**src/hdl/bpf_pkg.sv**
```systemverilog
// Shared types, constants and helpers for the path follower.
package bpf_pkg;

  localparam int SEGMENTS    = 16;
  localparam int FRAC_BITS   = 16;
  localparam int TABLE_WORDS = SEGMENTS * 12;
  localparam int ADDR_W      = $clog2(TABLE_WORDS);
  localparam int SEGP_W      = (SEGMENTS > 1) ? $clog2(SEGMENTS) : 1;
  localparam int SEGA_W      = 9;
  localparam int ACC_W       = FRAC_BITS + 4;
  localparam int T_W         = FRAC_BITS + 1;
  localparam int INC_W       = FRAC_BITS + 8;
  localparam int SUM_W       = INC_W + 2;
  localparam int OPA_W       = 34;
  localparam int OPB_W       = 25;
  localparam int PROD_W      = OPA_W + OPB_W;
  localparam int IN_W        = 64;
  localparam int OUT_W       = 200;

  localparam logic [T_W-1:0] T_ONE = T_W'(1) << FRAC_BITS;

  typedef enum logic [1:0] {
    OP_TICK  = 2'd0,
    OP_LOAD  = 2'd1,
    OP_START = 2'd2,
    OP_RSVD  = 2'd3
  } bpf_op_t;

  typedef enum logic [1:0] {
    MODE_NONE   = 2'd0,
    MODE_LINEAR = 2'd1,
    MODE_BEZIER = 2'd2,
    MODE_CHAIN  = 2'd3
  } bpf_mode_t;

  typedef enum logic [1:0] {
    REG_MODE   = 2'd0,
    REG_SPEED  = 2'd1,
    REG_SEGCNT = 2'd2,
    REG_RSVD   = 2'd3
  } bpf_reg_t;

  typedef struct packed {
    logic                    go;
    logic signed [OPA_W-1:0] opa;
    logic signed [OPB_W-1:0] opb;
    logic signed [31:0]      base;
  } bpf_mul_cmd_t;

  function automatic logic [ADDR_W-1:0] tbl_addr(input logic [SEGA_W-1:0] seg,
                                                 input logic [1:0] pt,
                                                 input logic [1:0] ax);
    return ADDR_W'((int'(seg) * 4 + int'(pt)) * 3 + int'(ax));
  endfunction

  function automatic logic signed [31:0] sat32(input logic signed [34:0] v);
    if (v > 35'sd2147483647) return 32'sh7fffffff;
    else if (v < -35'sd2147483648) return 32'sh80000000;
    else return v[31:0];
  endfunction

  function automatic logic signed [ACC_W-1:0] sat_acc(input logic signed [SUM_W-1:0] v);
    logic signed [SUM_W-1:0] hi;
    logic signed [SUM_W-1:0] lo;
    hi = SUM_W'((64'sd1 <<< (ACC_W - 1)) - 64'sd1);
    lo = -SUM_W'(64'sd1 <<< (ACC_W - 1));
    if (v > hi) return hi[ACC_W-1:0];
    else if (v < lo) return lo[ACC_W-1:0];
    else return v[ACC_W-1:0];
  endfunction

endpackage

```
**src/hdl/bpf_mac.sv**
```systemverilog
// Shared multiplier with registered product and floor-shifted add.
module bpf_mac
  import bpf_pkg::*;
(
  input  logic                     clk,
  input  bpf_mul_cmd_t             cmd,
  output logic signed [PROD_W-1:0] prod,
  output logic signed [31:0]       res
);

  logic signed [OPA_W-1:0] opa;
  logic signed [OPB_W-1:0] opb;
  logic signed [31:0]      base_r;

  assign opa = cmd.opa;
  assign opb = cmd.opb;

  always_ff @(posedge clk) begin
    if (cmd.go) begin
      prod   <= opa * opb;
      base_r <= cmd.base;
    end
  end

  assign res = base_r + signed'(prod[FRAC_BITS +: 32]);

endmodule

```
**config.mk**
```make
export PLATFORM = sky130hd
export DESIGN_NAME = bpf_mac
export DESIGN_NICKNAME = d
export VERILOG_FILES = /design/src/hdl/bpf_pkg.sv /design/src/hdl/bpf_mac.sv
export SDC_FILE = /design/constraint.sdc
export NUM_CORES = 2
export LEC_CHECK = 0
export ABC_AREA = 1
export BUFFER_PORTS_ARGS = -buffer_cell sky130_fd_sc_hd__buf_2
export CAP_MARGIN = 20
export CELL_PAD_IN_SITES_DETAIL_PLACEMENT = 1
export CELL_PAD_IN_SITES_GLOBAL_PLACEMENT = 1
export CORE_UTILIZATION = 46
export DETAILED_ROUTE_END_ITERATION = 6
export PLACE_DENSITY_LB_ADDON = 0.25
export SLEW_MARGIN = 30
export SYNTH_ARGS = -nofsm -noshare
export SYNTH_HDL_FRONTEND = slang
export SYNTH_SLANG_ARGS = --single-unit
export TNS_END_PERCENT = 100
```
**constraint.sdc**
```tcl
create_clock -name clk -period 13 [get_ports clk]
set_input_delay 1.3 -clock clk [delete_from_list [all_inputs] [get_ports clk]]
set_output_delay 1.3 -clock clk [all_outputs]
set_load 0.02 [all_outputs]
```
* After elaboration in Yosys (flattened, before gate mapping)
Cells that the tools add are included.
Cells by class: $add $sub $neg 1, multipliers 1
Operator list (count):
- multiplier 34 x 25 -> 59 bit | 1
- adder 32 bit | 1
Word-level totals: bits in registers 91, input bits 93, logic and storage cells 4

* Depth between registers and ports, before layout
depth in word-level cells 1, gate-level depth with buffers 30, gate-level depth less buffers 28

* Least setup slack after synthesis
Ideal clock, no wire load.
path type input port to flip-flop, start point input port cmd[34] (netlist name), end point register prod[49], data pin, setup time 0.253 ns, data arrival time 7.260 ns, data required time 12.747 ns, slack 5.487 ns, cell stages on the path 23, buffers on the path 2, cells stage by stage clkbuf_1 clkbuf_1 nand2_1 inv_1 fa_1 fa_1 inv_1 fa_1 inv_1 fa_1 fa_1 fa_1 fa_1 ha_1 nand2_1 nor2_2 inv_1 nor2_2 nand2_1 nor3_2 nand2_1 nand4_1 nand2_1
On the way: longest elaborated chain between the ends 1
RTL lines:
- start: declaration | RTL line bpf_mac.sv:6 | input bpf_mul_cmd_t cmd,
- multiplier 34 x 25 -> 59 bit | RTL line bpf_mac.sv:20 | prod <= opa * opb;
- end signal: assignment | RTL line bpf_mac.sv:20
- end: declaration | RTL line bpf_mac.sv:7 | output logic signed [PROD_W-1:0] prod,
Every way passes these cells. A chain may end at the register's enable or synchronous reset.

* Worst setup path after layout
start point input port cmd[33] (netlist name), end point register prod[58], data pin
The elaborated chain is that of the path after synthesis.

==> results by group <==
Outcome
  – Outcome: completed

Route
  – DR WL/cell: 20.1 um
  – TritonRoute pass-1 iters: 5
  – Iteration-0 DRC Markers: 1656
  – Remaining DRCs: 0
  – Via-per-instance ratio: 5.05
  – Drt total wl: 120 mm
  – Post-DRT Antenna Nets: 0
  – Routed via count: 30000

STA
  – RSZ-0062 raised after global routing: no
  – Endpoints failing hold: 0
  – Hold_ws: 1.11 ns
  – Final setup TNS: 0 ns
  – Crit path time final: 8.01 ns
  – Worst slew pin tran: 0.975 ns
  – Slew Limit Fails: 0
  – Part of the cycle the worst path needs: 61.6%
  – FMAX: 125 MHz
  – Final setup viols: 0
  – Slew headroom: 35.0%

Global routing
  – First-pass GRT wire length: 192 mm
  – Vias in the first global route: 34700
  – Gr ovfl total: 0
  – Total GRT Usage: 30.4%
  – Initial antenna violation count: 3
  – Largest net degree at the start of global routing: 49

CTS
  – Reg clk slew, reported paths: 0.07 ns
  – CTS root buf: clkbuf_16
  – Clk buf depth: 2
  – CTS resizes: 0
  – CTS tree: yes
  – Setup Fix Bufs, Post-CTS: 0
  – Num Clock Sinks: 91
  – Total CTS buffers: 9
  – Max H-tree Level: 3
  – Post-CTS Hold Buffers: 0

Synth
  – Largest family of logic cells by synthesized area: adder cells
  – Yosys top cell by area: fa_1
  – FF+latch count, synth: 91
  – Synthesized-area fraction occupied by and/or/nand/nor cells: 19.8%
  – Syn Area/Cell: 7.65 sq um
  – Mapped Area: 37300 sq um
  – Synthesized Nets: 6025
  – Yosys cell types: 34
  – Top cells by area, synth: fa_1 (46%), inv_1 (15%), nand2_1 (15%)
  – Warnings from Yosys: 0
  – Seq/Total Area, Yosys: 7.32%
  – Post-synthesis mux area share: 0%
  – Share of the synthesized area in compound gates (AO/OA/AOI/OAI): 1.54%
  – XOR/XNOR Fraction of Synth Area: 1.06%
  – Synth Area in Adders: 52.8%
  – Syn Inst Count: 4876
  – Synth top area share: 46.5%

Placed design
  – Placer Congestion: 0.936
  – Post-DP HPWL: 102 mm
  – Buffers added on ports: 183

Die
  – DIE AREA: 82300 sq um
  – Top-level I/O count: 184
  – Core footprint: 80400 sq um
  – Die W: 287 um
  – Initial Util: 46.4%
  – Die height: 287 um
  – Rows: 104

Finish
  – Antenna cells: 0
  – Commonest non-fill, non-tap cell in the layout: inv_1
  – Final core occ: 48.7%
  – Commonest cells after routing, fill and taps aside: inv_1 (1530), nand2_1 (1474), fa_1 (866)
  – Final layout net count: 6030
  – Fraction of layout cells with a size suffix above 1: 5.85%
  – Multi-input logic area: 28100 sq um
  – Fillers: 10200
  – Area Growth Syn to Fin: 5.05%
  – Register area: 2730 sq um

Setup path
  – Arrival @ worst endpoint: 8.13 ns
  – Crit path capture type: flop
  – Critical path class: in -> reg
  – Worst path required time: 13.13 ns
  – Worst Setup Start Kind: input pin
  – Worst-path maximum fanout: 34

Hold path
  – Worst Hold Class: in -> reg
  – Hold depth: 1

Run
  – Max-cap violations: 0
==> state kept, by name, summed over array words and instances, names as in the netlist <==
register / count
prod: 59
base_r: 32
==> logic make-up (layout without fill, tap and decap cells) <==
kind of cell	Yosys count	count (layout)
buffers and inverters	1738	1748
AND/OR/NAND/NOR	1838	1838
adder cells (fa/ha/maj)	1056	1056
XOR/XNOR	45	45
flip-flops	91	91
AO/OA/AOI/OAI	108	108
==> per-layer routing <==
metal | part of all wire, % | track usage [%]
met1 | 41 | 37.8
met2 | 53 | 57.0
met3 | 3.2 | 2.10
met4 | 2.5 | 7.31
met5 | 0.035 | 0
==> worst paths after layout <==
path	from	to
worst max-delay path	cmd[33]	prod[58]
worst min-delay path	cmd[20]	base_r[20]
==> critical path, stage by stage <==
cell	delay, ns
buf_2	0.54
nand2_1	0.18
inv_1	0.16
fa_1	0.54
fa_1	0.69
inv_1	0.22
fa_1	0.79
inv_1	0.26
fa_1	0.53
fa_1	0.60
fa_1	0.43
fa_1	0.45
ha_1	0.39
nand2_1	0.11
nor2_1	0.24
nand2_1	0.14
nor4_1	0.28
a21oi_1	0.12
nand3_1	0.08
nand2_1	0.05
==> synthesized netlist by cell type <==
master	number
nor3_2	6
o21bai_1	5
fa_1	866
nand3_2	5
nor3_4	1
or2_2	8
inv_2	7
nand2_1	1474
ha_1	190
and3_1	3
nor4_1	1
and2_0	1
nor2_4	2
a21oi_1	66
nand2_2	19
o21ai_0	29
clkbuf_1	201
nor3_1	10
nor2_2	27
a21boi_0	3
inv_1	1530
xnor2_1	5
nor3b_2	1
a21o_1	1
nand4_1	30
edfxtp_1	91
nor2_1	153
nand3b_1	2
nand3_1	85
xor2_1	40
o21a_1	3
and2_1	7
o211ai_1	1
or2_1	3
==> cell type report <==
class | count | area share [%]
Inverter | 1537 | 14.7
Multi-Input combinational cell | 3047 | 71.6
Clock inverter | 7 | 0.192
Tap cell | 1060 | 3.38
Clock buffer | 9 | 0.575
Timing Repair Buffer | 195 | 2.58
Sequential cell | 91 | 6.97
==> through the flow <==
stage / setup WS (ns) / instances / area [sq um]
6_report: 4.99 / 5946 / 39200
2_1_floorplan: 5.49 / 4876 / 37300
4_1_cts: 4.94 / 5946 / 39200
5_1_grt: 4.58 / 5946 / 39200
3_5_place_dp: 4.59 / 5930 / 38900
3_3_place_gp: 4.70 / 5930 / 38900
Power is left out: the tool's default activity adds up to more than one toggle a clock period on the data nets, which glitch-free logic cannot reach.
